$ cat src/sv/rmwc_pkg.sv
// Shared types and constants of the receive match window capture block.
package rmwc_pkg;

  localparam int CAPTURE_DEPTH = 32;
  localparam int MATCH_DEPTH   = 8;
  localparam int CAP_AW        = (CAPTURE_DEPTH > 1) ? $clog2(CAPTURE_DEPTH) : 1;
  // Fill position never holds the depth itself between items, but the
  // incremented value does before the window closes.
  localparam int POS_W         = $clog2(CAPTURE_DEPTH + 1);
  localparam int CMP_W         = 16;

  localparam logic [1:0] OP_ARM   = 2'd0;
  localparam logic [1:0] OP_BYTE  = 2'd1;
  localparam logic [1:0] OP_ABORT = 2'd2;
  localparam logic [1:0] OP_READ  = 2'd3;

  localparam logic [1:0] CFG_WINDOW_SIZE  = 2'd0;
  localparam logic [1:0] CFG_MATCH_LENGTH = 2'd1;
  localparam logic [1:0] CFG_MATCH_BYTES  = 2'd2;

  localparam logic [5:0]  WINDOW_SIZE_RESET  = 6'd32;
  localparam logic [3:0]  MATCH_LENGTH_RESET = 4'd0;
  localparam logic [63:0] MATCH_BYTES_RESET  = 64'd0;

  typedef struct packed {
    logic [1:0] op;
    logic [7:0] rx_byte;
    logic [4:0] read_index;
  } in_item_t;

  typedef struct packed {
    logic       window_open;
    logic [4:0] position;
    logic [7:0] data;
    logic       mismatch;
    logic       window_done;
  } out_item_t;

  typedef struct packed {
    logic              we;
    logic [CAP_AW-1:0] waddr;
    logic [7:0]        wdata;
    logic              re;
    logic [CAP_AW-1:0] raddr;
  } ram_req_t;

  typedef struct packed {
    logic      rd;
    logic      rd_ok;
    out_item_t item;
  } stage_t;

endpackage

$ cat src/sv/rmwc_ram.sv
// Generic single-write, single-read synchronous RAM with registered read data.
module rmwc_ram #(
  parameter int WIDTH = 8,
  parameter int DEPTH = 32,
  localparam int AW = (DEPTH > 1) ? $clog2(DEPTH) : 1
) (
  input  logic             clk,
  input  logic             we,
  input  logic [AW-1:0]    waddr,
  input  logic [WIDTH-1:0] wdata,
  input  logic             re,
  input  logic [AW-1:0]    raddr,
  output logic [WIDTH-1:0] rdata
);

  logic [WIDTH-1:0] mem [DEPTH];

  always_ff @(posedge clk) begin
    if (we) begin
      mem[waddr] <= wdata;
    end
    if (re) begin
      rdata <= mem[raddr];
    end
  end

endmodule

$ cat src/sv/rmwc_ctrl.sv
// Window control: configuration registers, fill position and window state.
module rmwc_ctrl (
  input  logic                clk,
  input  logic                rst,
  input  logic                cfg_we,
  input  logic [1:0]          cfg_index,
  input  logic [63:0]         cfg_data,
  input  logic                accept,
  input  rmwc_pkg::in_item_t  req,
  output rmwc_pkg::ram_req_t  ram_req,
  output rmwc_pkg::stage_t    stage
);

  logic [5:0]  window_size;
  logic [3:0]  match_length;
  logic [63:0] match_bytes;

  logic [rmwc_pkg::POS_W-1:0] fill_position, fill_position_next;
  logic                       window_active, window_active_next;

  logic [rmwc_pkg::CMP_W-1:0] size_ext, mlen_ext, pos_ext, pos_inc, ridx_ext;
  logic [7:0]                 want;
  logic                       in_prefix;

  always_ff @(posedge clk) begin
    if (rst) begin
      window_size  <= rmwc_pkg::WINDOW_SIZE_RESET;
      match_length <= rmwc_pkg::MATCH_LENGTH_RESET;
      match_bytes  <= rmwc_pkg::MATCH_BYTES_RESET;
    end else if (cfg_we) begin
      case (cfg_index)
        rmwc_pkg::CFG_WINDOW_SIZE:  window_size  <= cfg_data[5:0];
        rmwc_pkg::CFG_MATCH_LENGTH: match_length <= cfg_data[3:0];
        rmwc_pkg::CFG_MATCH_BYTES:  match_bytes  <= cfg_data;
        default: ;
      endcase
    end
  end

  always_comb begin
    size_ext = rmwc_pkg::CMP_W'(window_size);
    if (size_ext > rmwc_pkg::CMP_W'(rmwc_pkg::CAPTURE_DEPTH)) begin
      size_ext = rmwc_pkg::CMP_W'(rmwc_pkg::CAPTURE_DEPTH);
    end
    mlen_ext = rmwc_pkg::CMP_W'(match_length);
    if (mlen_ext > rmwc_pkg::CMP_W'(rmwc_pkg::MATCH_DEPTH)) begin
      mlen_ext = rmwc_pkg::CMP_W'(rmwc_pkg::MATCH_DEPTH);
    end
    pos_ext   = rmwc_pkg::CMP_W'(fill_position);
    pos_inc   = pos_ext + rmwc_pkg::CMP_W'(1);
    ridx_ext  = rmwc_pkg::CMP_W'(req.read_index);
    want      = match_bytes[{pos_ext[2:0], 3'b000} +: 8];
    in_prefix = (pos_ext < mlen_ext) && (pos_ext < rmwc_pkg::CMP_W'(8));

    fill_position_next = fill_position;
    window_active_next = window_active;
    ram_req            = '0;
    ram_req.waddr      = fill_position[rmwc_pkg::CAP_AW-1:0];
    ram_req.wdata      = req.rx_byte;
    ram_req.raddr      = ridx_ext[rmwc_pkg::CAP_AW-1:0];
    stage              = '0;

    case (req.op)
      rmwc_pkg::OP_ARM: begin
        if (!window_active) begin
          window_active_next = 1'b1;
          fill_position_next = '0;
        end
      end
      rmwc_pkg::OP_BYTE: begin
        if (window_active) begin
          ram_req.we          = 1'b1;
          stage.item.position = fill_position[4:0];
          stage.item.data     = req.rx_byte;
          if (in_prefix && (req.rx_byte != want)) begin
            // A broken prefix restarts the match; the byte stays stored.
            stage.item.mismatch = 1'b1;
            pos_inc             = '0;
          end
          if (size_ext <= pos_inc) begin
            window_active_next     = 1'b0;
            fill_position_next     = '0;
            stage.item.window_done = 1'b1;
          end else begin
            fill_position_next = pos_inc[rmwc_pkg::POS_W-1:0];
          end
        end
      end
      rmwc_pkg::OP_ABORT: begin
        window_active_next = 1'b0;
        fill_position_next = '0;
      end
      rmwc_pkg::OP_READ: begin
        ram_req.re          = 1'b1;
        stage.rd            = 1'b1;
        stage.rd_ok         = ridx_ext < rmwc_pkg::CMP_W'(rmwc_pkg::CAPTURE_DEPTH);
        stage.item.position = req.read_index;
      end
      default: ;
    endcase
    stage.item.window_open = window_active_next;

    if (!accept) begin
      ram_req.we = 1'b0;
      ram_req.re = 1'b0;
    end
  end

  always_ff @(posedge clk) begin
    if (rst) begin
      fill_position <= '0;
      window_active <= 1'b0;
    end else if (accept) begin
      fill_position <= fill_position_next;
      window_active <= window_active_next;
    end
  end

endmodule

$ cat src/sv/rx_match_window_capture.sv
// Top level of the receive match window capture block.
//
// Items arrive on the req channel (req_valid, req_stall, req) and each one
// gives exactly one result item on the rsp channel (rsp_valid, rsp_stall,
// rsp). Arm, abort and byte items update the window state at acceptance;
// byte items write the capture RAM in that same cycle. Read items read the
// capture RAM, whose output is registered. Every result passes through the
// RAM stage and the output register, and one item can be accepted in every
// cycle while req_stall is low. Configuration must be written through
// cfg_we, cfg_index and cfg_data only while no item is in flight; the block
// does not enforce this. Writes take effect on the next byte.
// A synchronous reset closes the window, clears the fill position, restores
// the register defaults and empties the pipeline; the RAM keeps its contents
// and holds nothing valid until written. When the receiver stalls, the RAM
// stage and the output register fill up, and req_stall rises only while both
// are full and rsp_stall is high.
module rx_match_window_capture (
  input  logic                clk,
  input  logic                rst,
  input  logic                cfg_we,
  input  logic [1:0]          cfg_index,
  input  logic [63:0]         cfg_data,
  input  logic                req_valid,
  output logic                req_stall,
  input  rmwc_pkg::in_item_t  req,
  output logic                rsp_valid,
  input  logic                rsp_stall,
  output rmwc_pkg::out_item_t rsp
);

  rmwc_pkg::ram_req_t  ram_req;
  rmwc_pkg::stage_t    stage_new, s1;
  rmwc_pkg::out_item_t s1_out;
  logic                s1_valid;
  logic                s1_move;
  logic                accept;
  logic [7:0]          rd_data;

  assign s1_move   = s1_valid && (!rsp_valid || !rsp_stall);
  assign req_stall = s1_valid && !s1_move;
  assign accept    = req_valid && !req_stall;

  rmwc_ctrl u_ctrl (
    .clk       (clk),
    .rst       (rst),
    .cfg_we    (cfg_we),
    .cfg_index (cfg_index),
    .cfg_data  (cfg_data),
    .accept    (accept),
    .req       (req),
    .ram_req   (ram_req),
    .stage     (stage_new)
  );

  rmwc_ram #(
    .WIDTH (8),
    .DEPTH (rmwc_pkg::CAPTURE_DEPTH)
  ) u_store (
    .clk   (clk),
    .we    (ram_req.we),
    .waddr (ram_req.waddr),
    .wdata (ram_req.wdata),
    .re    (ram_req.re),
    .raddr (ram_req.raddr),
    .rdata (rd_data)
  );

  // The RAM output only changes on a new read, which cannot be accepted
  // while this stage holds, so it stays valid for a stalled read.
  always_ff @(posedge clk) begin
    if (rst) begin
      s1_valid <= 1'b0;
    end else if (accept) begin
      s1_valid <= 1'b1;
    end else if (s1_move) begin
      s1_valid <= 1'b0;
    end
  end

  always_ff @(posedge clk) begin
    if (accept) begin
      s1 <= stage_new;
    end
  end

  always_comb begin
    s1_out = s1.item;
    if (s1.rd) begin
      s1_out.data = s1.rd_ok ? rd_data : 8'd0;
    end
  end

  always_ff @(posedge clk) begin
    if (rst) begin
      rsp_valid <= 1'b0;
    end else if (s1_move) begin
      rsp_valid <= 1'b1;
    end else if (!rsp_stall) begin
      rsp_valid <= 1'b0;
    end
  end

  always_ff @(posedge clk) begin
    if (s1_move) begin
      rsp <= s1_out;
    end
  end

endmodule
$ cat config.mk
export PLATFORM = sky130hd
export DESIGN_NAME = rx_match_window_capture
export DESIGN_NICKNAME = d
export VERILOG_FILES = /design/src/sv/rmwc_pkg.sv /design/src/sv/rmwc_ram.sv /design/src/sv/rmwc_ctrl.sv /design/src/sv/rx_match_window_capture.sv
export SDC_FILE = /design/constraint.sdc
export NUM_CORES = 1
export LEC_CHECK = 0
export BUFFER_PORTS_ARGS = -buffer_cell sky130_fd_sc_hd__buf_2
export CORE_MARGIN = 5
export CORE_UTILIZATION = 61
export DETAILED_ROUTE_END_ITERATION = 8
export PLACE_DENSITY = 0.84
export REMOVE_ABC_BUFFERS = 1
export SLEW_MARGIN = 20
export SYNTH_ARGS = -nofsm -noshare
export SYNTH_HDL_FRONTEND = slang
export SYNTH_SLANG_ARGS = --single-unit
$ cat constraint.sdc
create_clock -name clk -period 11 [get_ports clk]
set_input_delay 1.65 -clock clk [delete_from_list [all_inputs] [get_ports clk]]
set_output_delay 1.65 -clock clk [all_outputs]
set_load 0.005 [all_outputs]
==> results of run 1 <==
power by group:
group / internal (mW) / switching (mW) / leakage, nW / total (mW)
sequential: 1.56 / 0.00769 / 3.37 / 1.57
clock: 0.789 / 0.525 / 0.616 / 1.31
combinational: 0.0647 / 0.0843 / 1.77 / 0.149
total: 2.42 / 0.617 / 5.76 / 3.04
critical path, cell delays in order:
cell	delay (ps)
buf_2	540
xor2_1	270
nand4_1	240
o2111ai_4	370
nand2_1	100
ha_1	290
nor2b_1	130
o21a_1	170
o21a_1	170
o211ai_1	250
a21oi_1	140
o211ai_1	230
o21ai_0	120
flip-flops by register name (all words and copies together), names as in the netlist:
register,flops
u_ctrl.fill_position,6
rsp,16
u_ctrl.window_size,6
s1,17
rsp_valid,1
s1_valid,1
u_ctrl.match_bytes,64
u_ctrl.match_length,4
u_ctrl.window_active,1
u_store.mem,256
u_store.rdata,8
layer usage:
metal,up-vias,GRT usage
met1,4295,0.348
met3,68,0.0469
met4,0,0.0730
met2,542,0.400
met5,-,0
li1,3780,-
synth_stat cells, drive strengths merged (2+ instances only):
| master | n | share of area |
|---|---|---|
| and3 | 9 | 0.0037 |
| ha | 13 | 0.011 |
| or3b | 2 | 0.0012 |
| o21a | 4 | 0.0020 |
| a22o | 3 | 0.0017 |
| buf | 20 | 0.0072 |
| o211ai | 2 | 0.00099 |
| mux2i | 18 | 0.012 |
| nand3b | 4 | 0.0020 |
| nor2 | 53 | 0.013 |
| nand4 | 2 | 0.00082 |
| nand3 | 8 | 0.0026 |
| nor2b | 8 | 0.0033 |
| dfxtp | 83 | 0.11 |
| edfxtp | 297 | 0.59 |
| inv | 7 | 0.0017 |
| o2111ai | 3 | 0.0029 |
| a21oi | 74 | 0.024 |
| nand2 | 149 | 0.037 |
| nand2b | 2 | 0.00082 |
| xor2 | 8 | 0.0046 |
| mux4 | 96 | 0.14 |
| and2 | 6 | 0.0025 |
| clkbuf | 36 | 0.0089 |
| o21ai | 9 | 0.0030 |
| mux2 | 16 | 0.012 |
kinds of logic after synthesis:
family,Yosys count,synth area share
AOI/OAI and AO/OA,98,0.0362
xor gates and xnor gates,9,0.00518
adders and majority gates,13,0.0107
buffers and inverters,63,0.0178
DFF,380,0.695
muxes,130,0.166
and+or+nand+nor,249,0.0694
layout make-up:
type,instances,area [um^2],share of cell area
Sequential cell,380,10600,0.613
Multi-Input combinational cell,499,4390,0.254
Clock buffer,46,1000,0.0581
Timing Repair Buffer,112,598,0.0347
Tap cell,324,405,0.0235
Clock inverter,20,249,0.0144
Inverter,7,26.3,0.00152
worst max-delay path by stage:
stage | to | cells past startpoint | slack, ps | start
after detailed placement | s1[15]$_DFFE_PP_ | 13 | 6160 | req[6]
after floorplan | s1[15]$_DFFE_PP_ | 14 | 7050 | u_ctrl.fill_position[0]$_SDFFE_PP0P_
after global placement | s1[15]$_DFFE_PP_ | 13 | 6240 | req[5]
final | s1[15]$_DFFE_PP_ | 13 | 6590 | req[10]
after CTS | s1[15]$_DFFE_PP_ | 13 | 6640 | req[10]
after global routing | u_ctrl.fill_position[4]$_SDFFE_PP0P_ | 15 | 6340 | u_ctrl.fill_position[0]$_SDFFE_PP0P_
through the flow:
| step | total power, mW | hold slack [ps] | area, um^2 | util |
|---|---|---|---|---|
| after floorplan | 1.67 | 400 | 15000 | - |
| after global placement | 1.74 | 406 | 16000 | 0.653 |
| after detailed placement | 1.75 | 405 | 16000 | 0.653 |
| after CTS | 3.04 | 420 | 17200 | 0.704 |
| after global routing | 3.12 | 438 | 17300 | 0.705 |
| final | 3.04 | 419 | 17300 | 0.705 |
==> results.txt, run 1 <==
Dpl ws: 6160 ps
Seq/Total Area, Yosys: 0.695
Peak Freq: 227 MHz
Largest net degree at the start of global routing: 81
Clk slew on worst S/H paths: 60 ps
Final setup viols: 0
Yosys cell types: 41
Post-route minimum period: 4410 ps
DRT iter0 DRCs: 1,044
Main synth FF type: edfxtp_1
Slew HR: 0.207
Final WS setup: 6590 ps
Met1 wire length: 13.3 mm
Final wirelength: 34.5 mm
Cts repair resizes: 0
Commonest non-fill, non-tap cells in the layout: 297 x edfxtp_1, 149 x nand2_1, 102 x buf_2
Worst-Margin Slew: 1190 ps
Slew Limit Fails: 0
Layout Cells excl Fill: 1,388
Vias per inst: 6.26
Crit Path Class: primary input to register
Pwr Density: 176 nW/um^2
Worst Hold Launch: s1[0]$_SDFFCE_PN0P_
Vias in the first global route: 8,812
Ys async rst share: 0
Final Wtd Congestion: 0.805
Max-Cap Viols: 0
Synth Warn #: 0
Ports: 104
H-tree Lvls: 2
Setup TNS: 0 ps
CTS tree: built
Hold depth: 0
Clk Latency, worst-skew pair: 530 ps
Hold Path End: rsp[0]$_DFFE_PP_
Crit end category: register
Starting Density: 0.623
Post-Syn Instances: 942
Worst Path Arrival: 4660 ps
Max Used Layer: met4
Maximum fanout along the worst path: 34
Period Utilization, post-route: 0.401
Grt total ovfl: 0
Initial antenna violation count: 0
Routed vias: 8,685
Leak Pwr: 5.76 nW
Die H: 168 um
Flop2flop setup slack: 6610 ps
Reg2reg start: u_ctrl.fill_position[0]$_SDFFE_PP0P_
Final hold vios: 0
Reg2reg end: s1[15]$_DFFE_PP_
Number of cell rows: 57
TritonCTS buffer count: 38
Clock Sinks: 380
WL met2: 16.9 mm
Root buffer cell: clkbuf_16
P&R area growth vs syn: 13.2%
Longest Clk Path Bufs: 3
Hold Crit Class: register to register
Nets: 1,137
Worst vdd ir: 99.9 uV
# fillers: 1,487
Placed Instances: 1,321
Die footprint: 28,200 um^2
Drt wl/cell: 24.8 um
FF-to-FF path depth: 15
GRT Overall Usage: 0.247
Fin Clk Skew: 20.7 ps
ANT cells: 0
Status: finished, final reports clean
EDFF count, synth: 297
Buffers on Ports: 103
DRC Markers: 0
DRT antenna net count: 0
Dpl hpwl: 20.0 mm
CORE AREA: 24,500 um^2
Worst path required time: 11,250 ps
Setup Buffers After CTS: 0
Cts hold-fix bufs: 0
Post-Syn Area per Cell: 16.2 um^2
First-pass GRT wire length: 52.8 mm
Die span in x: 168 um
Register bit total from synthesis: 380
Worst Setup Start Kind: primary input
Synth Cell Area: 15,200 um^2
Share of cells above drive strength 1: 0.267
RSZ-0062 raised after global routing: false
Routed wl met3: 3.35 mm
Most common cell after layout, fill and taps aside: edfxtp_1
DRT Pass-1 Iters: 8
(Power assumes the default switching activity.)
==> run 2: changes to the inputs <==
--- a/config.mk
+++ b/config.mk
@@ -5,11 +5,12 @@
 export SDC_FILE = /design/constraint.sdc
 export NUM_CORES = 1
 export LEC_CHECK = 0
+export ABC_AREA = 1
 export BUFFER_PORTS_ARGS = -buffer_cell sky130_fd_sc_hd__buf_2
 export CORE_MARGIN = 5
-export CORE_UTILIZATION = 61
+export CORE_UTILIZATION = 60
 export DETAILED_ROUTE_END_ITERATION = 8
-export PLACE_DENSITY = 0.84
+export PLACE_DENSITY = 0.83
 export REMOVE_ABC_BUFFERS = 1
 export SLEW_MARGIN = 20
 export SYNTH_ARGS = -nofsm -noshare
==> constraint.sdc (replaced) <==
create_clock -name clk -period 4.42 [get_ports clk]
set_input_delay 0.663 -clock clk [delete_from_list [all_inputs] [get_ports clk]]
set_output_delay 0.663 -clock clk [all_outputs]
set_load 0.005 [all_outputs]
==> run 2 against run 1 <==
Via count up 31%. Combinational power grew to 3.2 times the previous value. Non-clock buffer count rose by 13. Synthesized cell count grew 52%. Critical path type is now register to register. Largest power group unchanged.
==> results.txt, run 2 <==
Grt total ovfl: 0 (unchanged)
First-pass GRT wire length: 59.8 mm (+13%)
Register bit total from synthesis: 380 (unchanged)
Routed vias: 11,400 (+31%)
Top-area cell type share of the netlist area: 0.570 (-0.0157)
Final core utilization: 0.679 (-0.0258)
Ports: 104 (unchanged)
EDFF count, synth: 297 (unchanged)
Status: finished, final reports clean
Placed Instances: 1,799 (+36%)
Seq/Total Area, Yosys: 0.676 (-0.0186)
Most flop-heavy register: u_store.mem
Post-Syn Instances: 1,430 (+52%)
Max reg flops: 256 (unchanged)
Share of cells above drive strength 1: 0.125 (-0.142)
Worst Setup Start Kind: register
Cts hold-fix bufs: 0 (unchanged)
Design Area, Final: 17,600 um^2 (+1.8%)
Final WS setup: 1010 ps (-5580 ps)
Synth area leaders: edfxtp_1 57%, dfxtp_1 11%, o21ai_0 6.6%
Area of the multi-input gates: 4270 um^2 (-2.7%)
Setup Buffers After CTS: 0 (unchanged)
Setup TNS: 0 ps (unchanged)
Fin Clk Skew: 23.2 ps (+2.41 ps)
FF-to-FF path depth: 24 (+9)
GRT Overall Usage: 0.263 (+0.0165)
Drt wl/cell: 20.6 um (-17%)
Register area: 10,600 um^2 (unchanged)
Nets: 1,602 (+41%)
Synth cell count leaders: 297 x edfxtp_1, 250 x nor2_1, 205 x o21ai_0
DRT antenna net count: 0 (unchanged)
Slew Limit Fails: 0 (unchanged)
Worst vdd ir: 266 uV (+170%)
Vias in the first global route: 10,900 (+23%)
Worst Path Arrival: 3810 ps (-850 ps)
Post-route minimum period: 3410 ps
Most common cell after layout, fill and taps aside: edfxtp_1
Post-DP Area: 16,400 um^2 (+2.5%)
DRT iter0 DRCs: 1,659 (+59%)
Initial antenna violation count: 0 (unchanged)
Hold slack: 367 ps (-52.4 ps)
Period Utilization, post-route: 0.771
Final hold vios: 0 (unchanged)
Layout Cells excl Fill: 1,867 (+35%)
ANT cells: 0 (unchanged)
Vias per inst: 6.11 (-2.3%)
RSZ-0062 raised after global routing: false
Synth Cell Area: 15,700 um^2 (+2.8%)
Maximum fanout along the worst path: 26 (-24%)
Crit Path Class: register to register
Commonest non-fill, non-tap cells in the layout: 297 x edfxtp_1, 250 x nor2_1, 205 x o21ai_0
Slew HR: 0.288 (+0.0818)
Die footprint: 29,400 um^2 (+4.2%)
Largest net degree at the start of global routing: 91 (+12%)
Worst-Margin Slew: 1070 ps (-122 ps)
Post-Syn Area per Cell: 10.9 um^2 (-32%)
Final Wtd Congestion: 0.891 (+11%)
Top flop regs: u_store.mem: 256 flops, u_ctrl.match_bytes: 64 flops, s1: 17 flops
Area leader, netlist: edfxtp_1
Main synth FF type: edfxtp_1
Crit end category: register
Final wirelength: 38.5 mm (+12%)
Cts repair resizes: 0 (unchanged)
DRC Markers: 0 (unchanged)
Hold Crit Class: primary input to register
Pwr Density: 425 nW/um^2 (+140%)
Peak Freq: 293 MHz
Clock Sinks: 380 (unchanged)
Worst path required time: 4820 ps (-6430 ps)
Longest Clk Path Bufs: 3 (unchanged)
# fillers: 1,779 (+20%)
Top-count cell post-synth: edfxtp_1
Starting Density: 0.606 (-0.0169)
Final setup viols: 0 (unchanged)
Hold depth: 3 (+3)
H-tree Lvls: 2 (unchanged)
P&R area growth vs syn: 12.2%
Yosys cell types: 33 (-20%)
Dpl ws: 1080 ps (-5080 ps)
TritonCTS buffer count: 37 (-2.6%)
Die H: 172 um (+2.1%)
Ys async rst share: 0 (unchanged)
Dpl hpwl: 24.1 mm (+21%)
Max-Cap Viols: 0 (unchanged)
Synth Warn #: 0 (unchanged)
Buffers on Ports: 103 (unchanged)
DRT Pass-1 Iters: 6 (-2)
CTS tree: built
Number of cell rows: 59 (+3.5%)
Pwr Total: 7.45 mW (+150%)
Clk slew on worst S/H paths: 60 ps (about the same)
Root buffer cell: clkbuf_16
Clk Latency, worst-skew pair: 530 ps (about the same)
Leak Pwr: 6.22 nW (+8.0%)
Die span in x: 172 um (+2.1%)
CORE AREA: 25,800 um^2 (+5.6%)
## run 2: changes by cell type in the layout (fill, tap and decap cells not counted), moves of 9 or more
| cell | before | now |
|---|---|---|
| nor2_1 | 52 | 250 |
| o21ai_0 | 9 | 205 |
| mux4_2 | 94 | 0 |
| inv_1 | 7 | 97 |
| nand3_1 | 8 | 75 |
| o221ai_1 | 0 | 56 |
| mux2i_1 | 18 | 0 |
| nand2_1 | 149 | 131 |
| o22ai_1 | 0 | 14 |
| buf_4 | 9 | 21 |
| and3_1 | 9 | 0 |
## run 2: worst paths after layout
| check | slack, ps | to | startpoint |
|---|---|---|---|
| worst max-delay path | 1010 | u_ctrl.window_active$_SDFFE_PP0P_ | u_ctrl.fill_position[0]$_SDFFE_PP0P_ |
| worst min-delay path | 370 | u_ctrl.match_bytes[20]$_SDFFE_PP0P_ | cfg_data[20] |
| worst max register to register | 1010 | u_ctrl.window_active$_SDFFE_PP0P_ | u_ctrl.fill_position[0]$_SDFFE_PP0P_ |
| worst min register to register | 430 | rsp[0]$_DFFE_PP_ | s1[0]$_SDFFCE_PN0P_ |
## run 2: cell families after synthesis
kind of cell / Yosys count / synth area share
AO/OA/AOI/OAI: 370 / 0.137
flip-flops: 380 / 0.676
AND/OR/NAND/NOR: 463 / 0.119
adder cells (fa/ha/maj): 13 / 0.0104
buffers and inverters: 193 / 0.0511
multiplexers: 8 / 0.00576
XOR/XNOR: 3 / 0.00168
## run 2: per-layer routing
metal	track usage	vias up	wire length, um
li1	-	5222	-
met1	0.364	5371	14500
met2	0.437	692	18800
met3	0.0379	127	3970
met4	0.0827	0	1280
met5	0	-	0
## run 2: final cells by class
cell class                 instances  share of cell area
clock inverter                    17             0.00756
clock buffer                      51              0.0599
inverter                         102              0.0222
sequential                       380               0.603
multi-input combinational        857               0.243
timing repair buffer             125              0.0403
tap                              335              0.0239
## run 2: power by group
group,total [mW],internal (mW),switching [mW]
Combinational,0.471,0.146,0.325
Sequential,3.93,3.91,0.0199
Clock,3.06,1.78,1.27
Total,7.45,5.84,1.62
## run 2: critical path: stages (launching register included)
cell	delay [ps]
dfxtp_1	530
buf_4	340
nor2_1	80
nor2_1	90
nand2_1	50
nand3_1	80
nand3_1	90
nand2_1	80
nand2_1	60
nor2_1	110
nand2_1	130
nand2_4	120
nand2_1	70
ha_1	300
a21oi_1	180
o21ai_0	140
nand2_1	80
nand2_1	40
nand2_1	100
nand2_1	80
nand3_1	80
o21a_1	160
nand2_1	70
o211ai_1	130
inv_1	70
==> run 3: changes to the inputs <==
--- a/config.mk
+++ b/config.mk
@@ -8,9 +8,9 @@
 export ABC_AREA = 1
 export BUFFER_PORTS_ARGS = -buffer_cell sky130_fd_sc_hd__buf_2
 export CORE_MARGIN = 5
-export CORE_UTILIZATION = 60
+export CORE_UTILIZATION = 54
 export DETAILED_ROUTE_END_ITERATION = 8
-export PLACE_DENSITY = 0.83
+export PLACE_DENSITY = 0.79
 export REMOVE_ABC_BUFFERS = 1
 export SLEW_MARGIN = 20
 export SYNTH_ARGS = -nofsm -noshare
==> constraint.sdc (replaced) <==
create_clock -name clk -period 2.8 [get_ports clk]
set_input_delay 0.42 -clock clk [delete_from_list [all_inputs] [get_ports clk]]
set_output_delay 0.42 -clock clk [all_outputs]
set_load 0.005 [all_outputs]
==> run 3 against run 2 <==
Sequential cell count is the same. Largest cell class unchanged. Final area grew 4.4%. Largest power group unchanged. Critical path depth shrank 1. Utilization shrank 3.9 points. Combinational power grew 69%. Die area grew 10%. Fmax grew 18%. Clock-buffer cell count is the same. The run now ends with setup timing left. Clock power grew 58%. Global-route usage shrank 2.9 points.
==> results.txt, run 3 (same netlist as run 2, synthesis figures left out) <==
Fin Clk Skew: 18.5 ps (-4.65 ps)
Routed vias: 11,600 (+1.5%)
Top flop regs: u_store.mem: 256 flops, u_ctrl.match_bytes: 64 flops, s1: 17 flops
Worst Setup Start Kind: register
Vias per inst: 5.88 (-3.8%)
Worst path required time: 3250 ps (-1570 ps)
Max reg flops: 256 (unchanged)
Share of cells above drive strength 1: 0.184 (+0.0583)
Vias in the first global route: 11,200 (+2.8%)
Final core utilization: 0.640 (-0.0389)
Sequential power share: 0.524 (-0.003)
Crit end category: register
Post-route minimum period: 2900 ps (-513 ps)
Dpl ws: -63.4 ps (-1150 ps)
CTS tree: built
ANT cells: 0 (unchanged)
Largest net degree at the start of global routing: 129 (+42%)
Internal power: 9.26 mW (+59%)
Worst vdd ir: 344 uV (+29%)
Peak Freq: 345 MHz (+18%)
Pwr Density: 645 nW/um^2 (+52%)
Hold slack: 127 ps (-240 ps)
GRT Overall Usage: 0.235 (-0.0286)
Leak Pwr: 6.60 nW (+6.1%)
Die span in x: 180 um (+5.1%)
Buffers on Ports: 103 (unchanged)
Initial antenna violation count: 0 (unchanged)
Final setup viols: 7 (+7)
Crit Path Class: register to register
Final WS setup: -95.7 ps (-1110 ps)
Slew HR: 0.404 (+0.115)
CORE AREA: 28,600 um^2 (+11%)
Slew Limit Fails: 0 (unchanged)
Post-DP Area: 16,900 um^2 (+3.1%)
Failing checks: setup timing
TritonCTS buffer count: 38 (+2.7%)
Layout Cells excl Fill: 1,969 (+5.5%)
Commonest non-fill, non-tap cells in the layout: 297 x edfxtp_1, 240 x nor2_1, 204 x o21ai_0
Clock Power Share: 0.408 (-0.002)
Combinational share of power: 0.067 (+0.004)
Clock Sinks: 380 (unchanged)
Net Sw Frac: 0.217 (+0.000380)
Cts hold-fix bufs: 0 (unchanged)
Design Area, Final: 18,300 um^2 (+4.4%)
Clk Latency, worst-skew pair: 520 ps (about the same)
Starting Density: 0.547 (-0.0590)
Setup TNS: -516 ps (-516 ps)
Longest Clk Path Bufs: 3 (unchanged)
Maximum fanout along the worst path: 11 (-58%)
Max-Cap Viols: 0 (unchanged)
First-pass GRT wire length: 61.2 mm (+2.5%)
Worst Path Arrival: 3340 ps (-470 ps)
DRC Markers: 0 (unchanged)
Worst-Margin Slew: 893 ps (-173 ps)
Die H: 180 um (+5.1%)
Grt total ovfl: 0 (unchanged)
Ports: 104 (unchanged)
Clk slew on worst S/H paths: 60 ps (about the same)
P&R area growth vs syn: 17.1%
Hold Crit Class: primary input to register
Pwr Total: 11.8 mW (+59%)
Root buffer cell: clkbuf_16
Final hold vios: 0 (unchanged)
Dpl hpwl: 25.2 mm (+4.6%)
Final Wtd Congestion: 0.868 (-2.6%)
Nets: 1,662 (+3.7%)
Die footprint: 32,500 um^2 (+10%)
Net switching power: 2.57 mW (+59%)
Final wirelength: 40.0 mm (+3.8%)
RSZ-0062 raised after global routing: true
H-tree Lvls: 2 (unchanged)
Number of cell rows: 62 (+5.1%)
Most common cell after layout, fill and taps aside: edfxtp_1
Most flop-heavy register: u_store.mem
DRT Pass-1 Iters: 5 (-1)
Status: complete, but fails checks
Period Utilization, post-route: 1.03 (+0.263)
Drt wl/cell: 20.3 um (-1.5%)
Placed Instances: 1,902 (+5.7%)
DRT antenna net count: 0 (unchanged)
DRT iter0 DRCs: 1,363 (-18%)
==> run 3: cell types whose count changed in the layout (fill, tap and decap cells not counted), sizes merged <==
| cell | change |
|---|---|
| bufinv | -1 |
| clkinv | -2 |
| buf | +59 |
| clkinvlp | -2 |
| inv | -1 |
==> run 3: power groups by stage <==
| stage | clock, mW | combinational [mW] | sequential, mW |
|---|---|---|---|
| 5_1_grt | 5.12 | 0.866 | 6.21 |
| 2_1_floorplan | 0 | 0.360 | 6.31 |
| 3_5_place_dp | 0 | 0.754 | 6.32 |
| 6_report | 4.83 | 0.795 | 6.20 |
| 3_3_place_gp | 0 | 0.726 | 6.32 |
| 4_1_cts | 4.86 | 0.766 | 6.20 |
==> run 3: final timing paths <==
kind	from	to	slack, ps	depth (start not counted)
worst max-delay path	u_ctrl.fill_position[0]$_SDFFE_PP0P_	u_ctrl.fill_position[0]$_SDFFE_PP0P_	-100	23
worst min-delay path	cfg_data[55]	u_ctrl.match_bytes[55]$_SDFFE_PP0P_	130	3
worst max register to register	u_ctrl.fill_position[0]$_SDFFE_PP0P_	u_ctrl.fill_position[0]$_SDFFE_PP0P_	-100	23
worst min register to register	s1[1]$_SDFFCE_PN0P_	rsp[1]$_DFFE_PP_	420	0
==> run 3: final cells by class <==
class | count | area [um^2]
Sequential cell | 380 | 10600
Fill cell | 2108 | 10300
Multi-Input combinational cell | 857 | 4440
Timing Repair Buffer | 184 | 1260
Clock buffer | 51 | 1100
Tap cell | 384 | 480
Inverter | 102 | 394
Clock inverter | 11 | 72.6
==> run 3: per-layer routing <==
layer	vias up	part of all wire	GRT usage
met3	88	0.084	0.0377
met4	0	0.028	0.0714
met2	612	0.50	0.395
li1	5328	-	-
met5	-	0	0
met1	5555	0.39	0.317
==> run 3: repair_timing <==
action	CTS	global route
pin swaps	12	18
gates cloned	2	0
setup buffers	1	2
setup endpoints to repair	7	9
gates resized for setup	19	33
==> run 3: worst max-delay path, stage by stage (launching register included) <==
cell	delay, ps
dfxtp_4	380
buf_12	150
buf_12	130
nand2_1	70
nand3_1	100
nand3_2	100
nand2_1	50
nand2_1	60
nand2_1	60
inv_1	70
nand2_1	80
nor2_2	110
nand2_2	110
nand2_4	120
nand2_2	90
ha_4	280
nand2_2	50
o21ai_1	130
nand2_1	60
nand2_1	70
nand2_2	90
nor2_4	170
nand3_1	130
a21oi_2	150
